--- src/hw/rtl/gcm_pkg.sv ---
// ----------------------------------------------------------------------------
// gcm_pkg
// Shared constants, denomination table and controller/datapath interface
// types for the greedy change maker.
// ----------------------------------------------------------------------------
package gcm_pkg;

    // Field widths and default configuration
    localparam int AMOUNT_BITS_DEF = 24;
    localparam int NUM_DENOMS_DEF  = 15;
    localparam int TABLE_SIZE      = 15;
    localparam int INDEX_BITS      = 4;
    localparam int DENOM_BITS      = 16;
    localparam int COUNT_BITS      = 24;

    // Smallest banknote value, in cents
    localparam logic [DENOM_BITS-1:0] NOTE_MIN_CENTS = 16'd500;

    // Denomination in cents for a table position, largest first
    function automatic logic [DENOM_BITS-1:0] denom_value(input logic [INDEX_BITS-1:0] idx);
        logic [DENOM_BITS-1:0] val;
        unique case (idx)
            4'd0:    val = 16'd50000;
            4'd1:    val = 16'd20000;
            4'd2:    val = 16'd10000;
            4'd3:    val = 16'd5000;
            4'd4:    val = 16'd2000;
            4'd5:    val = 16'd1000;
            4'd6:    val = 16'd500;
            4'd7:    val = 16'd200;
            4'd8:    val = 16'd100;
            4'd9:    val = 16'd50;
            4'd10:   val = 16'd20;
            4'd11:   val = 16'd10;
            4'd12:   val = 16'd5;
            4'd13:   val = 16'd2;
            default: val = 16'd1;
        endcase
        return val;
    endfunction

    // Commands from controller to datapath
    typedef struct packed {
        logic load;        // take a new amount, rewind the table index
        logic next_denom;  // advance to the next denomination
        logic start_div;   // start dividing the remaining amount
        logic div_step;    // one restoring division step
        logic commit;      // remainder becomes the remaining amount
        logic emit;        // load the result register
    } gcm_cmd_t;

    // Status from datapath to controller
    typedef struct packed {
        logic rem_zero;    // nothing left to pay
        logic skip;        // current denomination is a disabled note
        logic div_done;    // last division step is in progress
        logic quot_zero;   // current denomination is not used
        logic out_free;    // result register can take a beat this cycle
    } gcm_status_t;

endpackage

--- src/hw/rtl/gcm_ctrl.sv ---
// ----------------------------------------------------------------------------
// gcm_ctrl
// Sequencer for the change maker: walks the denomination table, runs one
// division per enabled denomination and hands results to the output register.
// ----------------------------------------------------------------------------
module gcm_ctrl (
    input  logic                 aclk,
    input  logic                 aresetn,
    input  logic                 s_valid,
    output logic                 s_ready,
    input  gcm_pkg::gcm_status_t status,
    output gcm_pkg::gcm_cmd_t    cmd
);

    typedef enum logic [2:0] {
        ST_IDLE,
        ST_TEST,
        ST_DIVIDE,
        ST_CHECK,
        ST_EMIT
    } state_t;

    state_t state_reg;
    state_t state_next;

    // Next state and commands
    always_comb begin
        state_next = state_reg;
        cmd        = '0;
        s_ready    = 1'b0;
        unique case (state_reg)
            ST_IDLE: begin
                s_ready = 1'b1;
                if (s_valid) begin
                    cmd.load   = 1'b1;
                    state_next = ST_TEST;
                end
            end
            ST_TEST: begin
                if (status.rem_zero) begin
                    state_next = ST_IDLE;
                end else if (status.skip) begin
                    cmd.next_denom = 1'b1;
                end else begin
                    cmd.start_div = 1'b1;
                    state_next    = ST_DIVIDE;
                end
            end
            ST_DIVIDE: begin
                cmd.div_step = 1'b1;
                if (status.div_done) begin
                    state_next = ST_CHECK;
                end
            end
            ST_CHECK: begin
                cmd.commit = 1'b1;
                if (status.quot_zero) begin
                    cmd.next_denom = 1'b1;
                    state_next     = ST_TEST;
                end else begin
                    state_next = ST_EMIT;
                end
            end
            ST_EMIT: begin
                // hold until the result register frees up
                if (status.out_free) begin
                    cmd.emit = 1'b1;
                    if (status.rem_zero) begin
                        state_next = ST_IDLE;
                    end else begin
                        cmd.next_denom = 1'b1;
                        state_next     = ST_TEST;
                    end
                end
            end
            default: begin
                state_next = ST_IDLE;
            end
        endcase
    end

    // State register
    always_ff @(posedge aclk) begin
        if (!aresetn) begin
            state_reg <= ST_IDLE;
        end else begin
            state_reg <= state_next;
        end
    end

endmodule

--- src/hw/rtl/gcm_datapath.sv ---
// ----------------------------------------------------------------------------
// gcm_datapath
// Remaining amount, table index, bit-serial restoring divider and the
// result register with its valid flag.
// ----------------------------------------------------------------------------
module gcm_datapath #(
    parameter int AMOUNT_BITS = gcm_pkg::AMOUNT_BITS_DEF,
    parameter int NUM_DENOMS  = gcm_pkg::NUM_DENOMS_DEF
) (
    input  logic                            aclk,
    input  logic                            aresetn,
    input  logic                            cfg_wr_en,
    input  logic                            cfg_wr_data,
    input  logic [AMOUNT_BITS-1:0]          s_amount_cents,
    output logic                            m_valid,
    input  logic                            m_ready,
    output logic [gcm_pkg::DENOM_BITS-1:0]  m_denomination_cents,
    output logic [gcm_pkg::COUNT_BITS-1:0]  m_piece_count,
    output logic                            m_last_piece,
    input  gcm_pkg::gcm_cmd_t               cmd,
    output gcm_pkg::gcm_status_t            status
);

    localparam int NUM_USED   = (NUM_DENOMS < 1) ? 1 :
                                ((NUM_DENOMS > gcm_pkg::TABLE_SIZE) ?
                                 gcm_pkg::TABLE_SIZE : NUM_DENOMS);
    localparam logic [gcm_pkg::INDEX_BITS-1:0] FIRST_IDX =
        gcm_pkg::INDEX_BITS'(gcm_pkg::TABLE_SIZE - NUM_USED);
    localparam int STEP_BITS  = $clog2(AMOUNT_BITS);
    localparam logic [STEP_BITS-1:0] LAST_STEP = STEP_BITS'(AMOUNT_BITS - 1);
    localparam int DB         = gcm_pkg::DENOM_BITS;
    localparam int CB         = gcm_pkg::COUNT_BITS;

    logic                            include_notes_reg;
    logic [gcm_pkg::INDEX_BITS-1:0]  idx_reg;
    logic [AMOUNT_BITS-1:0]          remaining_reg;
    logic [AMOUNT_BITS-1:0]          dividend_reg;   // shifts out dividend, shifts in quotient
    logic [DB-1:0]                   prem_reg;       // partial remainder
    logic [STEP_BITS-1:0]            step_reg;
    logic                            out_valid_reg;
    logic [DB-1:0]                   out_denom_reg;
    logic [CB-1:0]                   out_count_reg;
    logic                            out_last_reg;

    logic [DB-1:0]                   denom;
    logic [DB:0]                     trial;
    logic                            fits;
    logic [DB-1:0]                   prem_next;
    logic [AMOUNT_BITS+DB-1:0]       rem_wide;
    logic [AMOUNT_BITS+CB-1:0]       quot_wide;
    logic                            out_free;

    // Current denomination and one restoring division step
    always_comb begin
        denom     = gcm_pkg::denom_value(idx_reg);
        trial     = {prem_reg, dividend_reg[AMOUNT_BITS-1]};
        fits      = (trial >= {1'b0, denom});
        prem_next = fits ? DB'(trial - {1'b0, denom}) : trial[DB-1:0];
        rem_wide  = {{AMOUNT_BITS{1'b0}}, prem_reg};
        quot_wide = {{CB{1'b0}}, dividend_reg};
        out_free  = !out_valid_reg || m_ready;
    end

    // Status to the controller
    always_comb begin
        status.rem_zero  = (remaining_reg == '0);
        status.skip      = !include_notes_reg && (denom >= gcm_pkg::NOTE_MIN_CENTS);
        status.div_done  = (step_reg == '0);
        status.quot_zero = (dividend_reg == '0);
        status.out_free  = out_free;
    end

    // Configuration register
    always_ff @(posedge aclk) begin
        if (!aresetn) begin
            include_notes_reg <= 1'b1;
        end else if (cfg_wr_en) begin
            include_notes_reg <= cfg_wr_data;
        end
    end

    // Amount, index and divider
    always_ff @(posedge aclk) begin
        if (!aresetn) begin
            idx_reg       <= '0;
            remaining_reg <= '0;
        end else begin
            if (cmd.load) begin
                remaining_reg <= s_amount_cents;
                idx_reg       <= FIRST_IDX;
            end else begin
                if (cmd.commit) begin
                    remaining_reg <= rem_wide[AMOUNT_BITS-1:0];
                end
                if (cmd.next_denom) begin
                    idx_reg <= idx_reg + 1'b1;
                end
            end
        end
    end

    always_ff @(posedge aclk) begin
        if (cmd.start_div) begin
            dividend_reg <= remaining_reg;
            prem_reg     <= '0;
            step_reg     <= LAST_STEP;
        end else if (cmd.div_step) begin
            dividend_reg <= {dividend_reg[AMOUNT_BITS-2:0], fits};
            prem_reg     <= prem_next;
            step_reg     <= step_reg - 1'b1;
        end
    end

    // Result register: load on emit, drop valid when the beat is taken
    always_ff @(posedge aclk) begin
        if (!aresetn) begin
            out_valid_reg <= 1'b0;
        end else if (cmd.emit) begin
            out_valid_reg <= 1'b1;
        end else if (m_ready) begin
            out_valid_reg <= 1'b0;
        end
    end

    always_ff @(posedge aclk) begin
        if (cmd.emit) begin
            out_denom_reg <= denom;
            out_count_reg <= quot_wide[CB-1:0];
            out_last_reg  <= (remaining_reg == '0);
        end
    end

    assign m_valid              = out_valid_reg;
    assign m_denomination_cents = out_denom_reg;
    assign m_piece_count        = out_count_reg;
    assign m_last_piece         = out_last_reg;

endmodule

--- src/hw/rtl/greedy_change_maker_unit.sv ---
// ----------------------------------------------------------------------------
// greedy_change_maker_unit
// Greedy euro change maker: splits an amount in cents into denominations.
// ----------------------------------------------------------------------------
// Usage:
//   s_valid/s_ready/s_amount_cents carry one amount in cents per beat.
//   m_valid/m_ready carry one beat per denomination used, largest first,
//   with the denomination, its piece count and m_last_piece on the final
//   beat of an amount. An amount of zero produces no beats.
//   cfg_wr_en/cfg_wr_data write include_notes (reset 1) while the block is
//   idle; with it clear, only coins of 2 euro and below are used.
// Timing:
//   Each denomination examined passes through a test state; each one not
//   skipped then runs a bit-serial restoring divide over AMOUNT_BITS
//   quotient bits, a check state and, if the denomination is used, an emit
//   state. s_ready is high only between items.
// Reset and stall:
//   aresetn clears the sequencer and output valid and sets include_notes.
//   A finished beat waits in the output register; while it is stalled the
//   sequencer holds before the next beat, and after the last beat of an
//   amount the next amount can be taken at once.
// ----------------------------------------------------------------------------
module greedy_change_maker_unit #(
    parameter int AMOUNT_BITS = gcm_pkg::AMOUNT_BITS_DEF,
    parameter int NUM_DENOMS  = gcm_pkg::NUM_DENOMS_DEF
) (
    input  logic                            aclk,
    input  logic                            aresetn,
    input  logic                            cfg_wr_en,
    input  logic                            cfg_wr_data,
    input  logic                            s_valid,
    output logic                            s_ready,
    input  logic [AMOUNT_BITS-1:0]          s_amount_cents,
    output logic                            m_valid,
    input  logic                            m_ready,
    output logic [gcm_pkg::DENOM_BITS-1:0]  m_denomination_cents,
    output logic [gcm_pkg::COUNT_BITS-1:0]  m_piece_count,
    output logic                            m_last_piece
);

    gcm_pkg::gcm_cmd_t    cmd;
    gcm_pkg::gcm_status_t status;

    // Sequencer
    gcm_ctrl u_ctrl (
        .aclk    (aclk),
        .aresetn (aresetn),
        .s_valid (s_valid),
        .s_ready (s_ready),
        .status  (status),
        .cmd     (cmd)
    );

    // Divider, index and result register
    gcm_datapath #(
        .AMOUNT_BITS (AMOUNT_BITS),
        .NUM_DENOMS  (NUM_DENOMS)
    ) u_datapath (
        .aclk                 (aclk),
        .aresetn              (aresetn),
        .cfg_wr_en            (cfg_wr_en),
        .cfg_wr_data          (cfg_wr_data),
        .s_amount_cents       (s_amount_cents),
        .m_valid              (m_valid),
        .m_ready              (m_ready),
        .m_denomination_cents (m_denomination_cents),
        .m_piece_count        (m_piece_count),
        .m_last_piece         (m_last_piece),
        .cmd                  (cmd),
        .status               (status)
    );

endmodule

--- config.mk ---
export PLATFORM = sky130hd
export DESIGN_NAME = greedy_change_maker_unit
export DESIGN_NICKNAME = d
export VERILOG_FILES = /design/src/hw/rtl/gcm_pkg.sv /design/src/hw/rtl/gcm_ctrl.sv /design/src/hw/rtl/gcm_datapath.sv /design/src/hw/rtl/greedy_change_maker_unit.sv
export SDC_FILE = /design/constraint.sdc
export NUM_CORES = 1
export LEC_CHECK = 0
export ABC_CLOCK_PERIOD_IN_PS = 3500
export BUFFER_PORTS_ARGS = -buffer_cell sky130_fd_sc_hd__buf_2
export CAP_MARGIN = 10
export CORE_MARGIN = 8
export CORE_UTILIZATION = 50
export CTS_CLUSTER_DIAMETER = 200
export DETAILED_ROUTE_END_ITERATION = 6
export HOLD_SLACK_MARGIN = 0.06
export PLACE_DENSITY = 0.81
export SETUP_SLACK_MARGIN = 0.1
export SLEW_MARGIN = 30
export SYNTH_ARGS = -nofsm -noshare
export SYNTH_HDL_FRONTEND = slang
export SYNTH_SLANG_ARGS = --single-unit
--- constraint.sdc ---
create_clock -name aclk -period 3.5 [get_ports aclk]
set_input_delay 0.525 -clock aclk [delete_from_list [all_inputs] [get_ports aclk]]
set_output_delay 0.525 -clock aclk [all_outputs]
set_load 0.01 [all_outputs]
-- Word level (Yosys, flattened, before mapping)
Memory sizes are Yosys's and may differ from the RTL's. A register that Yosys moved wholly into a read port is not among the register bits.
Index checks and enable logic that the tools add are counted.
- input bits: 30
- register bits: 119
- output and inout bits: 43
- bits in read-only memories: 256
- memories kept: 1
- $lt $le $gt $ge: 2
- equality and inequality tests: 8
- reductions and logical operators: 13
- add/sub/neg operators: 3
- mux-type cells: 32
- bitwise logic cells: 1
- memory list (memory ; words ; bits a word ; read ports ; clocked after memory_dff ; wr ports ; RTL line ; text):
    (no name shown) ; 16 ; 16 ; 1 ; 1 ; 0 ; gcm_pkg.sv:22 ; unique case (idx)
- operators by type and width (cell ; count):
    $mux 24 ; 4
    $logic_not 24->1 ; 2
    $mux 3 ; 6
    $ge 17x16->1 ; 1
    $ge 16x9->1 const B ; 1
    $mux 1 ; 16
    $mux 16 ; 1
    $sub 16x16->16 ; 1
    $pmux 3 s5 ; 1
    $mux 4 ; 2
    $eq 3x2->1 const B ; 2
    $reduce_bool 2->1 ; 3
    $logic_not 5->1 ; 1
    $sub 5x1->5 const B ; 1
    $add 4x1->4 const B ; 1
    $ne 2x2->1 const B ; 2
    $reduce_and 4->1 ; 1
    $eq 3x1->1 const B ; 1
    $eq 3x3->1 const B ; 1
    $logic_not 3->1 ; 1
    $ne 3x3->1 const B ; 1
    $pmux 1 s3 ; 1
    $logic_not 1->1 ; 2
    $mux 2 ; 1
    other kinds (5) ; 5

-- Logic depth before layout (Yosys ltp)
Gate-level depths: netlist of run 1.
- depth in word-level cells: 7
- gate-level depth with buffers: 13
- depth with buffers taken out: 10

-- Modules after synthesis
From an unflattened synthesis of run 1, not the netlist that was laid out.
- cells, all modules: 625
- area total of the unflattened synthesis: 6555.0 um^2
- by module, submodules not included (module ; cells each ; times used ; area each (um^2)):
    gcm_datapath ; 587 ; 1 ; 6284.8
    gcm_ctrl ; 38 ; 1 ; 270.3

-- Worst setup path after synthesis of run 1
OpenSTA, ideal clock, no wires.
- path type: in2reg
- start point: in m_ready
- end point: reg, netlist name u_datapath.denom[5]
- data required time: 3366 ps
- slack: 431 ps
- buffers on the path: 1
- stages on the path: 9
- data arrival time: 2935 ps
- cells stage by stage: nand2b_1 > nand3_1 > inv_1 > nor4_1 > or3_1 > buf_6 > ha_1 > nand3_1 > o221ai_1
- cells in the longest elaborated chain, start to end: 5
- ends and longest elaborated chain (what ; RTL line ; text):
    start, declared ; greedy_change_maker_unit.sv:35 ; input logic m_ready,
    $logic_or 1x1->1 ; gcm_datapath.sv:61 ; out_free = !out_valid_reg || m_ready;
    $mux 1 ; gcm_ctrl.sv:66 ; if (status.out_free) begin
    $pmux 1 s3 ; gcm_ctrl.sv:31 ; unique case (state_reg)
    $mux 4 (no line) (2 in a row) ; n/a ;
Every way passes these cells.
A chain may end at the register's enable or synchronous reset.

-- Final worst setup path of run 1
- start point: reg u_datapath.dividend_reg[10]
- end point: reg, netlist name u_datapath.denom[2]
- cells in the longest elaborated chain, start to end: 5
- ends and longest elaborated chain (what ; RTL line ; text):
    start, declared ; gcm_datapath.sv:37 ; logic [AMOUNT_BITS-1:0] dividend_reg;
    start signal, assigned ; gcm_datapath.sv:104 ; dividend_reg <= remaining_reg;
    start signal, assigned ; gcm_datapath.sv:108 ; dividend_reg <= {dividend_reg[AMOUNT_BITS-2:0], fits};
    $logic_not 24->1 ; gcm_datapath.sv:69 ; status.quot_zero = (dividend_reg == '0);
    $mux 1 ; gcm_ctrl.sv:57 ; if (status.quot_zero) begin
    $pmux 1 s3 ; gcm_ctrl.sv:31 ;
    $mux 4 (no line) (2 in a row) ; n/a ;
Every way passes these cells.

==> results of run 1 <==
power groups by stage:
stage          logic, W  clock network [W]  registers [W]
6_report       0.000559            0.00174        0.00191
5_1_grt        0.000615            0.00184        0.00192
4_1_cts        0.000550            0.00176        0.00190
3_5_place_dp   0.000539                  0        0.00193
3_3_place_gp   0.000519                  0        0.00192
2_1_floorplan  0.000416                  0        0.00188
synthesized netlist by cell type (4+ instances only):
| cell | number |
|---|---|
| sky130_fd_sc_hd__a21oi_1 | 15 |
| sky130_fd_sc_hd__nor2b_1 | 8 |
| sky130_fd_sc_hd__inv_1 | 28 |
| sky130_fd_sc_hd__edfxtp_1 | 65 |
| sky130_fd_sc_hd__buf_6 | 4 |
| sky130_fd_sc_hd__or3_1 | 4 |
| sky130_fd_sc_hd__buf_2 | 4 |
| sky130_fd_sc_hd__ha_1 | 20 |
| sky130_fd_sc_hd__or2_2 | 4 |
| sky130_fd_sc_hd__nor2_1 | 29 |
| sky130_fd_sc_hd__clkbuf_1 | 20 |
| sky130_fd_sc_hd__xnor2_1 | 6 |
| sky130_fd_sc_hd__o211a_1 | 16 |
| sky130_fd_sc_hd__nor4_1 | 15 |
| sky130_fd_sc_hd__dfxtp_1 | 70 |
| sky130_fd_sc_hd__xor2_1 | 5 |
| sky130_fd_sc_hd__o31ai_1 | 4 |
| sky130_fd_sc_hd__o31a_1 | 4 |
| sky130_fd_sc_hd__nand3_1 | 19 |
| sky130_fd_sc_hd__o211ai_1 | 5 |
| sky130_fd_sc_hd__a21boi_0 | 10 |
| sky130_fd_sc_hd__or4_1 | 5 |
| sky130_fd_sc_hd__o21ai_0 | 20 |
| sky130_fd_sc_hd__o221ai_1 | 4 |
| sky130_fd_sc_hd__nor3_1 | 9 |
| sky130_fd_sc_hd__mux2i_1 | 26 |
| sky130_fd_sc_hd__nand4_1 | 5 |
| sky130_fd_sc_hd__o22ai_1 | 5 |
| sky130_fd_sc_hd__nand2_1 | 129 |
| sky130_fd_sc_hd__a211oi_1 | 4 |
metal layers:
layer  GRT usage  share of wire
met1       0.265           0.43
met2       0.307           0.47
met3      0.0396          0.089
met4      0.0738          0.017
met5           0              0
logic make-up (layout without fill, tap and decap cells):
group | after synthesis | after routing | share of synthesized area
adder cells (fa/ha/maj) | 21 | 21 | 0.0418
XOR/XNOR | 11 | 11 | 0.0149
AND/OR/NAND/NOR | 253 | 253 | 0.191
multiplexers | 27 | 27 | 0.0419
flip-flops | 135 | 135 | 0.518
AO/OA/AOI/OAI | 126 | 126 | 0.152
buffers and inverters | 60 | 144 | 0.0410
how the worst max path moves through the flow:
stage | end | slack (ns)
after detailed placement | u_datapath.denom[5] | 0.38
after floorplan | u_datapath.denom[5] | 0.43
after CTS | u_datapath.prem_reg[0] | 0.39
after global placement | u_datapath.denom[2] | 0.41
after global routing | u_datapath.denom[5] | 0.24
final | u_datapath.denom[2] | 0.43
worst max-delay path: stages (launching register included):
cell and delay, ns:
sky130_fd_sc_hd__edfxtp_1 0.45, sky130_fd_sc_hd__nor4_1 0.35, sky130_fd_sc_hd__nand4_1 0.25, sky130_fd_sc_hd__o211ai_1 0.50, sky130_fd_sc_hd__o221ai_1 0.25, sky130_fd_sc_hd__a311oi_4 0.50
sky130_fd_sc_hd__nor3_1 0.18, sky130_fd_sc_hd__a211oi_1 0.44
cell type report:
type | count | share of cell area
multi-input cells | 438 | 0.379
well taps | 172 | 0.0285
clock inverters | 13 | 0.0194
flip-flops and latches | 135 | 0.443
clock buffers | 19 | 0.0573
repair buffers | 81 | 0.0566
inverters | 31 | 0.0161
stage by stage:
stage	worst slack (ns)	power, W
after floorplan	0.431	0.00230
after global placement	0.409	0.00244
after detailed placement	0.382	0.00247
after CTS	0.393	0.00421
after global routing	0.244	0.00437
final	0.428	0.00421
==> out/metrics.json, run 1 <==
{
  "synthDistinctLibCells": 75,
  "vias_per_cell": 5.83,
  "highest_ir_drop_seen_on_vdd_mv": 0.357,
  "area_occupied_by_multi_input_gates_sq_um": 2860,
  "setup-violations-final": 0,
  "postRouteAntennaNets": 0,
  "post_synth_edffs": 65,
  "layout.cell_area.non_filler_sq_um": 7560,
  "regArea_sq_um": 3350,
  "internal-power_w": 0.00306,
  "async_flop_share": 0,
  "fmax_ghz": 0.326,
  "post_cts_buffers": 0,
  "wire_length_of_the_first_global_routing_pass_mm": 25.6,
  "synth.yosys.warnings": 0,
  "ys_seq_elements": 135,
  "crit_path_start_kind": "flip-flop",
  "drt_first_iter_violations": 656,
  "core_area_sq_um": 12600,
  "worst_slew_margin_relative_to_its_limit": 0.586,
  "dpl-instance-area_sq_um": 6970,
  "net_switching_power_w": 0.00115,
  "wire_per_inst_um": 18.5,
  "pin_count": 73,
  "cts_inserted_buffers": 17,
  "placed_cells": 857,
  "timing.rr.start": "u_datapath.dividend_reg[10]",
  "p_sw_frac": 0.273,
  "syn-num-nets": 684,
  "filler_cell_count": 1047,
  "syn-cell-area_sq_um": 6470,
  "place.gp.congestion": 0.927,
  "power.leakage_nw": 3.14,
  "hold-path-cell-count": 2,
  "r2r_slack_ns": 0.43,
  "crit_required_ns": 3.77,
  "clock_tree_from_tritoncts": "built",
  "totalNegativeSetupSlack_ns": 0,
  "area_growth_syn_to_layout_pct": 16.8,
  "slew_viol_final": 0,
  "clk-insertion-delay-late_ns": 0.42,
  "globalRouteOverflowTotal": 0,
  "synth_seq_area_share": 0.518,
  "most-common-layout-cells": "129 x sky130_fd_sc_hd__nand2_1, 72 x sky130_fd_sc_hd__buf_2, 70 x sky130_fd_sc_hd__dfxtp_1",
  "ctsHoldBuffers": 0,
  "ratio_of_cells_with_drive_above_1_in_the_final_layout": 0.198,
  "die_height_um": 130,
  "min_delay_worst_endpoint": "u_datapath.remaining_reg[15]",
  "cts_root_buf": "sky130_fd_sc_hd__clkbuf_16",
  "postLayoutCoreUtil": 0.599,
  "clock-skew-final_ns": 0.0128,
  "final.period_utilization": 0.878,
  "die_area_sq_um": 16800,
  "start_util": 0.513,
  "number_of_standard_cells_in_the_final_layout_excluding_fillers": 889,
  "status": "finished clean",
  "cts-root-to-sink-buffers": 2,
  "io_buffer_count": 72,
  "number_of_antenna_violations_at_the_first_check_in_global_routing": 0,
  "timing.critical_path.from": "u_datapath.dividend_reg[10]",
  "hold_path_startpoint": "s_amount_cents[15]",
  "final_common_cell": "sky130_fd_sc_hd__nand2_1",
  "hp-class": "input port to flip-flop",
  "worstMarginPinSlew_ns": 0.621,
  "report.final.hold_viol_count": 0,
  "pwr-share-comb": 0.133,
  "timing_worst_setup_path_type": "flip-flop to flip-flop",
  "cts.reportedPaths.clkPinSlew_ns": 0.06,
  "first_global_vias": 4875,
  "netlist.area_leader.share": 0.302,
  "vias": 5183,
  "drt_pre_antenna_iters": 6,
  "tritoncts_num_sinks": 135,
  "synth-main-ff-cell": "sky130_fd_sc_hd__dfxtp_1",
  "seq_power_share": 0.453,
  "minimum_clock_period_after_layout_ns": 3.07,
  "detailed_place_hpwl_mm": 12.0,
  "syn_avg_cell_area_sq_um": 10.2,
  "ff2ff_path_depth": 7,
  "number_of_gates_resized_after_cts": 0,
  "post_synth_inst_count": 633,
  "rows": 41,
  "remaining_drcs": 0,
  "final.hold.worst_slack_ns": 0.347,
  "timing.critical_path.fanout_max": 8,
  "grt_max_degree": 42,
  "synth_top_area_cell": "sky130_fd_sc_hd__edfxtp_1",
  "antenna_cells_inserted": 0,
  "pwr-share-clk": 0.414,
  "floorplan.die.width_um": 130,
  "r2r-end": "u_datapath.denom[2]",
  "ys_top_cells_by_area": "sky130_fd_sc_hd__edfxtp_1 30%, sky130_fd_sc_hd__dfxtp_1 22%, sky130_fd_sc_hd__nand2_1 7.5%",
  "pwr_density_cell_nw_per_um2": 557,
  "maxCapViolations": 0,
  "grt_use_total": 0.197,
  "final_nets": 755,
  "critical_path.endpoint_type": "flip-flop",
  "rsz0062_at_grt": "no",
  "cts-htree-levels": 4,
  "cp_data_arrival_time_ns": 3.34,
  "postRouteWirelength_mm": 16.5
}
Note: power is estimated with default switching activity, not from simulation.
==> run 2: changes to the inputs <==
--- a/config.mk
+++ b/config.mk
@@ -13,7 +13,7 @@
 export CTS_CLUSTER_DIAMETER = 200
 export DETAILED_ROUTE_END_ITERATION = 6
 export HOLD_SLACK_MARGIN = 0.06
-export PLACE_DENSITY = 0.81
+export PLACE_DENSITY = 0.7
 export SETUP_SLACK_MARGIN = 0.1
 export SLEW_MARGIN = 30
 export SYNTH_ARGS = -nofsm -noshare
==> run 2 against run 1 <==
Compared with the run above: sequential share of layout area decreased by 0.19 points; largest power group unchanged; sequential cell count unchanged; hold slack got worse by 0.030 ns; critical path depth increased by 1; highest routed layer unchanged.
==> out/metrics.json, run 2 (synthesis results as in run 1) <==
{
  "place.gp.congestion": {"value": 0.897, "change": "was 0.927"},
  "rows": {"value": 41, "change": "unchanged"},
  "p_sw_frac": {"value": 0.260, "change": "was 0.273"},
  "net_switching_power": {"value": 0.00112, "unit": "W", "change": "was 0.00115 W"},
  "vias": {"value": 5070, "change": "was 5183"},
  "postRouteWirelength": {"value": 16.4, "unit": "mm", "change": "was 16.5 mm"},
  "crit_required": {"value": 3.78, "unit": "ns", "change": "was 3.77 ns"},
  "globalRouteOverflowTotal": {"value": 0, "change": "unchanged"},
  "first_global_vias": {"value": 4891, "change": "was 4875"},
  "tritoncts_num_sinks": {"value": 135, "change": "unchanged"},
  "timing.critical_path.fanout_max": {"value": 8, "change": "unchanged"},
  "antenna_cells_inserted": {"value": 0, "change": "unchanged"},
  "fmax": {"value": 0.321, "unit": "GHz", "change": "was 0.326 GHz"},
  "area_occupied_by_multi_input_gates": {"value": 2860, "unit": "sq um", "change": "unchanged"},
  "io_buffer_count": {"value": 72, "change": "unchanged"},
  "dpl_worst_slack": {"value": 0.376, "unit": "ns", "change": "was 0.382 ns"},
  "rsz0062_at_grt": {"value": "no", "change": "unchanged"},
  "cts-root-to-sink-buffers": {"value": 2, "change": "unchanged"},
  "postRouteAntennaNets": {"value": 0, "change": "unchanged"},
  "pwr-share-comb": {"value": 0.127, "change": "was 0.133"},
  "totalNegativeSetupSlack": {"value": 0, "unit": "ns", "change": "unchanged"},
  "regArea": {"value": 3350, "unit": "sq um", "change": "unchanged"},
  "die_area": {"value": 16800, "unit": "sq um", "change": "unchanged"},
  "final.period_utilization": {"value": 0.891, "change": "was 0.878"},
  "critical_path.endpoint_type": {"value": "flip-flop", "change": "unchanged"},
  "ctsHoldBuffers": {"value": 0, "change": "unchanged"},
  "hp-class": {"value": "input port to flip-flop", "change": "unchanged"},
  "slew_viol_final": {"value": 0, "change": "unchanged"},
  "area_growth_syn_to_layout": {"value": 17.3, "unit": "%", "change": "was 16.8%"},
  "cts_root_buf": {"value": "sky130_fd_sc_hd__clkbuf_16", "change": "unchanged"},
  "number_of_gates_resized_after_cts": {"value": 0, "change": "unchanged"},
  "postLayoutSetupSlackWorst": {"value": 0.383, "unit": "ns", "change": "was 0.428 ns"},
  "report.final.hold_viol_count": {"value": 0, "change": "unchanged"},
  "minimum_clock_period_after_layout": {"value": 3.12, "unit": "ns", "change": "was 3.07 ns"},
  "drt_pre_antenna_iters": {"value": 5, "change": "was 6"},
  "final_common_cell": {"value": "sky130_fd_sc_hd__nand2_1", "change": "unchanged"},
  "post_cts_buffers": {"value": 0, "change": "unchanged"},
  "final_nets": {"value": 755, "change": "unchanged"},
  "status": {"value": "finished clean", "change": "unchanged"},
  "crit_path_start_kind": {"value": "flip-flop", "change": "unchanged"},
  "power.leakage": {"value": 3.16, "unit": "nW", "change": "was 3.14 nW"},
  "cts_inserted_buffers": {"value": 17, "change": "unchanged"},
  "internal-power": {"value": 0.00319, "unit": "W", "change": "was 0.00306 W"},
  "grt_use_total": {"value": 0.206, "change": "was 0.197"},
  "cts-htree-levels": {"value": 4, "change": "unchanged"},
  "remaining_drcs": {"value": 0, "change": "unchanged"},
  "seq_power_share": {"value": 0.440, "change": "was 0.453"},
  "floorplan.die.width": {"value": 130, "unit": "um", "change": "unchanged"},
  "drt_first_iter_violations": {"value": 457, "change": "was 656"},
  "vias_per_cell": {"value": 5.70, "change": "was 5.83"},
  "pwr_density_cell": {"value": 568, "unit": "nW/um^2", "change": "was 557 nW/um^2"},
  "die_height": {"value": 130, "unit": "um", "change": "unchanged"},
  "clock_tree_from_tritoncts": {"value": "built", "change": "unchanged"},
  "clk-insertion-delay-late": {"value": 0.43, "unit": "ns", "change": "was 0.42 ns"},
  "highest_ir_drop_seen_on_vdd": {"value": 0.249, "unit": "mV", "change": "was 0.357 mV"},
  "start_util": {"value": 0.513, "change": "unchanged"},
  "cp_data_arrival_time": {"value": 3.40, "unit": "ns", "change": "was 3.34 ns"},
  "setup-violations-final": {"value": 0, "change": "unchanged"},
  "maxCapViolations": {"value": 0, "change": "unchanged"},
  "grt_max_degree": {"value": 42, "change": "unchanged"},
  "detailed_place_hpwl": {"value": 11.9, "unit": "mm", "change": "was 12.0 mm"},
  "wire_length_of_the_first_global_routing_pass": {"value": 26.4, "unit": "mm", "change": "was 25.6 mm"},
  "number_of_antenna_violations_at_the_first_check_in_global_routing": {"value": 0, "change": "unchanged"},
  "core_area": {"value": 12600, "unit": "sq um", "change": "unchanged"},
  "timing_worst_setup_path_type": {"value": "flip-flop to flip-flop", "change": "unchanged"},
  "filler_cell_count": {"value": 1113, "change": "was 1047"},
  "wire_per_inst": {"value": 18.5, "unit": "um", "change": "about the same"},
  "pwr-share-clk": {"value": 0.432, "change": "was 0.414"},
  "worstMarginPinSlew": {"value": 0.643, "unit": "ns", "change": "was 0.621 ns"},
  "worst_slew_margin_relative_to_its_limit": {"value": 0.571, "change": "was 0.586"},
  "cts.reportedPaths.clkPinSlew": {"value": 0.06, "unit": "ns", "change": "about the same"},
  "ratio_of_cells_with_drive_above_1_in_the_final_layout": {"value": 0.197, "change": "was 0.198"},
  "clock-skew-final": {"value": 0.00760, "unit": "ns", "change": "was 0.0128 ns"},
  "pin_count": {"value": 73, "change": "unchanged"},
  "most-common-layout-cells": {"value": "129 x sky130_fd_sc_hd__nand2_1, 72 x sky130_fd_sc_hd__buf_2, 70 x sky130_fd_sc_hd__dfxtp_1", "change": "unchanged"}
}
[run 2: worst paths after layout]
kind,slack [ns],depth (start not counted),from,end
max,0.38,8,u_datapath.dividend_reg[1],u_datapath.denom[5]
min,0.32,3,cfg_wr_data,u_datapath.include_notes_reg
max reg2reg,0.38,8,u_datapath.dividend_reg[1],u_datapath.denom[5]
min reg2reg,0.45,0,u_datapath.denom[8],u_datapath.m_denomination_cents[8]
[run 2: critical path: stages (launching register included)]
cell,delay (ns)
sky130_fd_sc_hd__edfxtp_1,0.45
sky130_fd_sc_hd__nor4_1,0.41
sky130_fd_sc_hd__nand4_1,0.28
sky130_fd_sc_hd__o211ai_1,0.53
sky130_fd_sc_hd__o22ai_1,0.15
sky130_fd_sc_hd__or3_1,0.52
sky130_fd_sc_hd__ha_1,0.39
sky130_fd_sc_hd__nand3_1,0.10
sky130_fd_sc_hd__o221ai_1,0.13
[run 2: layout make-up]
cell class	instances	share of cell area
tap	172	0.0283
timing repair buffer	81	0.0564
sequential	135	0.442
multi-input combinational	438	0.377
clock buffer	19	0.0570
clock inverter	13	0.0236
inverter	31	0.0160
[run 2: metal layers]
| metal | GRT usage | routed length [um] | vias to the layer above |
|---|---|---|---|
| met1 | 0.267 | 7360 | 2412 |
| met5 | 0 | 0 | - |
| met3 | 0.0596 | 1170 | 33 |
| met2 | 0.317 | 7560 | 177 |
| li1 | - | - | 2448 |
| met4 | 0.0820 | 340 | 0 |
[run 2: per-stage QoR]
| step | power [W] | util | instances | cell area, sq um | hold WS [ns] |
|---|---|---|---|---|---|
| after floorplan | 0.00230 | - | 633 | 6470 | 0.408 |
| after global placement | 0.00245 | 0.552 | 857 | 6970 | 0.418 |
| after detailed placement | 0.00247 | 0.553 | 857 | 6970 | 0.434 |
| after CTS | 0.00432 | 0.601 | 889 | 7590 | 0.312 |
| after global routing | 0.00448 | 0.602 | 889 | 7590 | 0.324 |
| final | 0.00431 | 0.602 | 889 | 7590 | 0.318 |
[run 2: power by group through the flow]
stage	clock network, W	registers, W	logic [W]
finish	0.00186	0.00190	0.000549
global route	0.00195	0.00191	0.000620
CTS	0.00188	0.00190	0.000544
detailed placement	0	0.00193	0.000540
global placement	0	0.00193	0.000526
floorplan	0	0.00188	0.000416
==> run 3: changes to the inputs <==
--- a/config.mk
+++ b/config.mk
@@ -8,12 +8,15 @@
 export ABC_CLOCK_PERIOD_IN_PS = 3500
 export BUFFER_PORTS_ARGS = -buffer_cell sky130_fd_sc_hd__buf_2
 export CAP_MARGIN = 10
+export CELL_PAD_IN_SITES_DETAIL_PLACEMENT = 1
+export CELL_PAD_IN_SITES_GLOBAL_PLACEMENT = 2
 export CORE_MARGIN = 8
-export CORE_UTILIZATION = 50
+export CORE_UTILIZATION = 38
 export CTS_CLUSTER_DIAMETER = 200
 export DETAILED_ROUTE_END_ITERATION = 6
 export HOLD_SLACK_MARGIN = 0.06
-export PLACE_DENSITY = 0.7
+export PLACE_DENSITY = 0.8
+export REMOVE_ABC_BUFFERS = 1
 export SETUP_SLACK_MARGIN = 0.1
 export SLEW_MARGIN = 30
 export SYNTH_ARGS = -nofsm -noshare
==> run 3 against run 2 <==
Compared with the run above: largest cell class unchanged; critical path depth is 1 higher; wire length grew 12%; via count barely moved; sequential cell count unchanged; combinational power grew 3%; largest power group is now clock.
==> out/metrics.json, run 3 (synthesis results as in run 1) <==
{
  "number_of_antenna_violations_at_the_first_check_in_global_routing": {"value": 0, "change": "unchanged"},
  "cts_root_buf": {"value": "sky130_fd_sc_hd__clkbuf_16", "change": "unchanged"},
  "globalRouteOverflowTotal": {"value": 0, "change": "unchanged"},
  "internal-power": {"value": 0.00321, "unit": "W", "change": "was 0.00319 W"},
  "post_cts_buffers": {"value": 0, "change": "unchanged"},
  "ctsHoldBuffers": {"value": 0, "change": "unchanged"},
  "totalNegativeSetupSlack": {"value": 0, "unit": "ns", "change": "unchanged"},
  "minimum_clock_period_after_layout": {"value": 3.03, "unit": "ns", "change": "was 3.12 ns"},
  "final.period_utilization": {"value": 0.866, "change": "was 0.891"},
  "highest_ir_drop_seen_on_vdd": {"value": 0.358, "unit": "mV", "change": "was 0.249 mV"},
  "start_util": {"value": 0.389, "change": "was 0.513"},
  "clock-skew-final": {"value": 0.0147, "unit": "ns", "change": "was 0.00760 ns"},
  "cts-root-to-sink-buffers": {"value": 2, "change": "unchanged"},
  "io_buffer_count": {"value": 72, "change": "unchanged"},
  "report.final.hold_viol_count": {"value": 0, "change": "unchanged"},
  "grt_max_degree": {"value": 42, "change": "unchanged"},
  "wire_length_of_the_first_global_routing_pass": {"value": 29.6, "unit": "mm", "change": "was 26.4 mm"},
  "power.leakage": {"value": 3.22, "unit": "nW", "change": "was 3.16 nW"},
  "clock_tree_from_tritoncts": {"value": "built", "change": "unchanged"},
  "timing.critical_path.fanout_max": {"value": 9, "change": "was 8"},
  "setup-violations-final": {"value": 0, "change": "unchanged"},
  "area_growth_syn_to_layout": {"value": 19.3, "unit": "%", "change": "was 17.3%"},
  "placed_cells": {"value": 913, "change": "was 857"},
  "number_of_gates_resized_after_cts": {"value": 0, "change": "unchanged"},
  "most-common-layout-cells": {"value": "129 x sky130_fd_sc_hd__nand2_1, 72 x sky130_fd_sc_hd__buf_2, 70 x sky130_fd_sc_hd__dfxtp_1", "change": "unchanged"},
  "place.gp.congestion": {"value": 0.862, "change": "was 0.897"},
  "layout.cell_area.non_filler": {"value": 7720, "unit": "sq um", "change": "was 7590 sq um"},
  "cp_data_arrival_time": {"value": 3.32, "unit": "ns", "change": "was 3.40 ns"},
  "critical_path.endpoint_type": {"value": "flip-flop", "change": "unchanged"},
  "wire_per_inst": {"value": 19.5, "unit": "um", "change": "was 18.5 um"},
  "maxCapViolations": {"value": 0, "change": "unchanged"},
  "pin_count": {"value": 73, "change": "unchanged"},
  "final_nets": {"value": 763, "change": "was 755"},
  "core_area": {"value": 16600, "unit": "sq um", "change": "was 12600 sq um"},
  "vias": {"value": 5072, "change": "was 5070"},
  "rows": {"value": 47, "change": "was 41"},
  "detailed_place_hpwl": {"value": 13.6, "unit": "mm", "change": "was 11.9 mm"},
  "crit_path_start_kind": {"value": "flip-flop", "change": "unchanged"},
  "grt_use_total": {"value": 0.175, "change": "was 0.206"},
  "postLayoutSetupSlackWorst": {"value": 0.470, "unit": "ns", "change": "was 0.383 ns"},
  "postRouteAntennaNets": {"value": 0, "change": "unchanged"},
  "vias_per_cell": {"value": 5.37, "change": "was 5.70"},
  "pwr-share-comb": {"value": 0.129, "change": "was 0.127"},
  "pwr-share-clk": {"value": 0.438, "change": "was 0.432"},
  "drt_pre_antenna_iters": {"value": 4, "change": "was 5"},
  "cts-htree-levels": {"value": 4, "change": "unchanged"},
  "first_global_vias": {"value": 5278, "change": "was 4891"},
  "tritoncts_num_sinks": {"value": 135, "change": "unchanged"},
  "hp-class": {"value": "input port to flip-flop", "change": "unchanged"},
  "postRouteWirelength": {"value": 18.4, "unit": "mm", "change": "was 16.4 mm"},
  "die_height": {"value": 147, "unit": "um", "change": "was 130 um"},
  "cts_inserted_buffers": {"value": 17, "change": "unchanged"},
  "worst_slew_margin_relative_to_its_limit": {"value": 0.602, "change": "was 0.571"},
  "remaining_drcs": {"value": 0, "change": "unchanged"},
  "p_sw_frac": {"value": 0.266, "change": "was 0.260"},
  "cts.reportedPaths.clkPinSlew": {"value": 0.06, "unit": "ns", "change": "about the same"},
  "drt_first_iter_violations": {"value": 255, "change": "was 457"},
  "totalPowerFinal": {"value": 0.00437, "unit": "W", "change": "was 0.00431 W"},
  "dpl_worst_slack": {"value": 0.481, "unit": "ns", "change": "was 0.376 ns"},
  "clk-insertion-delay-late": {"value": 0.42, "unit": "ns", "change": "was 0.43 ns"},
  "worstMarginPinSlew": {"value": 0.593, "unit": "ns", "change": "was 0.643 ns"},
  "floorplan.die.width": {"value": 147, "unit": "um", "change": "was 130 um"},
  "dpl-instance-area": {"value": 7090, "unit": "sq um", "change": "was 6970 sq um"},
  "ratio_of_cells_with_drive_above_1_in_the_final_layout": {"value": 0.208, "change": "was 0.197"},
  "final_common_cell": {"value": "sky130_fd_sc_hd__nand2_1", "change": "unchanged"},
  "rsz0062_at_grt": {"value": "no", "change": "unchanged"},
  "pwr_density_cell": {"value": 566, "unit": "nW/um^2", "change": "was 568 nW/um^2"},
  "fmax": {"value": 0.330, "unit": "GHz", "change": "was 0.321 GHz"},
  "status": {"value": "finished clean", "change": "unchanged"},
  "antenna_cells_inserted": {"value": 0, "change": "unchanged"},
  "number_of_standard_cells_in_the_final_layout_excluding_fillers": {"value": 945, "change": "was 889"},
  "seq_power_share": {"value": 0.433, "change": "was 0.440"},
  "slew_viol_final": {"value": 0, "change": "unchanged"},
  "timing_worst_setup_path_type": {"value": "flip-flop to flip-flop", "change": "unchanged"},
  "net_switching_power": {"value": 0.00116, "unit": "W", "change": "was 0.00112 W"},
  "crit_required": {"value": 3.79, "unit": "ns", "change": "was 3.78 ns"},
  "filler_cell_count": {"value": 1863, "change": "was 1113"},
  "die_area": {"value": 21500, "unit": "sq um", "change": "was 16800 sq um"}
}
[run 3: changes by cell type in the layout (fill, tap and decap cells not counted)]
cell / change
sky130_fd_sc_hd__a21oi_2: +1
sky130_fd_sc_hd__inv_6: +1
sky130_fd_sc_hd__clkbuf_1: -1
sky130_fd_sc_hd__nor2_1: +1
sky130_fd_sc_hd__nor2_2: -1
sky130_fd_sc_hd__clkinvlp_4: -1
sky130_fd_sc_hd__buf_4: +8
sky130_fd_sc_hd__clkinv_1: -2
sky130_fd_sc_hd__a21oi_4: -1
sky130_fd_sc_hd__clkinv_4: +3
[run 3: worst max-delay path: stages (launching register included)]
cell	delay (ns)
sky130_fd_sc_hd__dfxtp_1	0.33
sky130_fd_sc_hd__or4_1	0.55
sky130_fd_sc_hd__nor4_2	0.40
sky130_fd_sc_hd__a211o_2	0.29
sky130_fd_sc_hd__a21oi_1	0.12
sky130_fd_sc_hd__nor3_2	0.48
sky130_fd_sc_hd__nor3_4	0.16
sky130_fd_sc_hd__ha_1	0.37
sky130_fd_sc_hd__nand3_1	0.09
sky130_fd_sc_hd__o221ai_1	0.11
[run 3: through the flow]
stage,utilization,hold slack (ns)
floorplan,-,0.408
global placement,0.426,0.422
detailed placement,0.426,0.427
CTS,0.464,0.324
global route,0.464,0.327
finish,0.464,0.345
[run 3: power by group through the flow]
stage | sequential [W] | combinational [W] | clock [W]
after CTS | 0.00189 | 0.000572 | 0.00196
after detailed placement | 0.00193 | 0.000564 | 0
final | 0.00189 | 0.000565 | 0.00191
after global placement | 0.00192 | 0.000542 | 0
after floorplan | 0.00188 | 0.000393 | 0
after global routing | 0.00191 | 0.000635 | 0.00203
[run 3: layout make-up]
cell class,instances,area [sq um],area share
flip-flops and latches,135,3350,0.434
multi-input cells,438,2850,0.370
repair buffers,89,488,0.0632
clock buffers,18,429,0.0556
well taps,220,275,0.0357
clock inverters,14,199,0.0258
inverters,31,121,0.0157
[run 3: worst paths after layout]
path / to / startpoint / cells past startpoint / slack (ns)
max: u_datapath.denom[5] / u_datapath.denom[15] / 9 / 0.47
min: u_datapath.remaining_reg[5] / s_amount_cents[5] / 2 / 0.34
max reg2reg: u_datapath.denom[5] / u_datapath.denom[15] / 9 / 0.47
min reg2reg: u_datapath.m_denomination_cents[7] / u_datapath.denom[7] / 0 / 0.44
[run 3: layer usage]
layer	GRT usage	wire (um)	vias to the layer above	share of wire
li1	-	-	2470	-
met4	0.0649	386	0	0.021
met5	0	0	-	0
met2	0.284	8780	98	0.48
met3	0.0491	868	24	0.047
met1	0.216	8360	2480	0.45
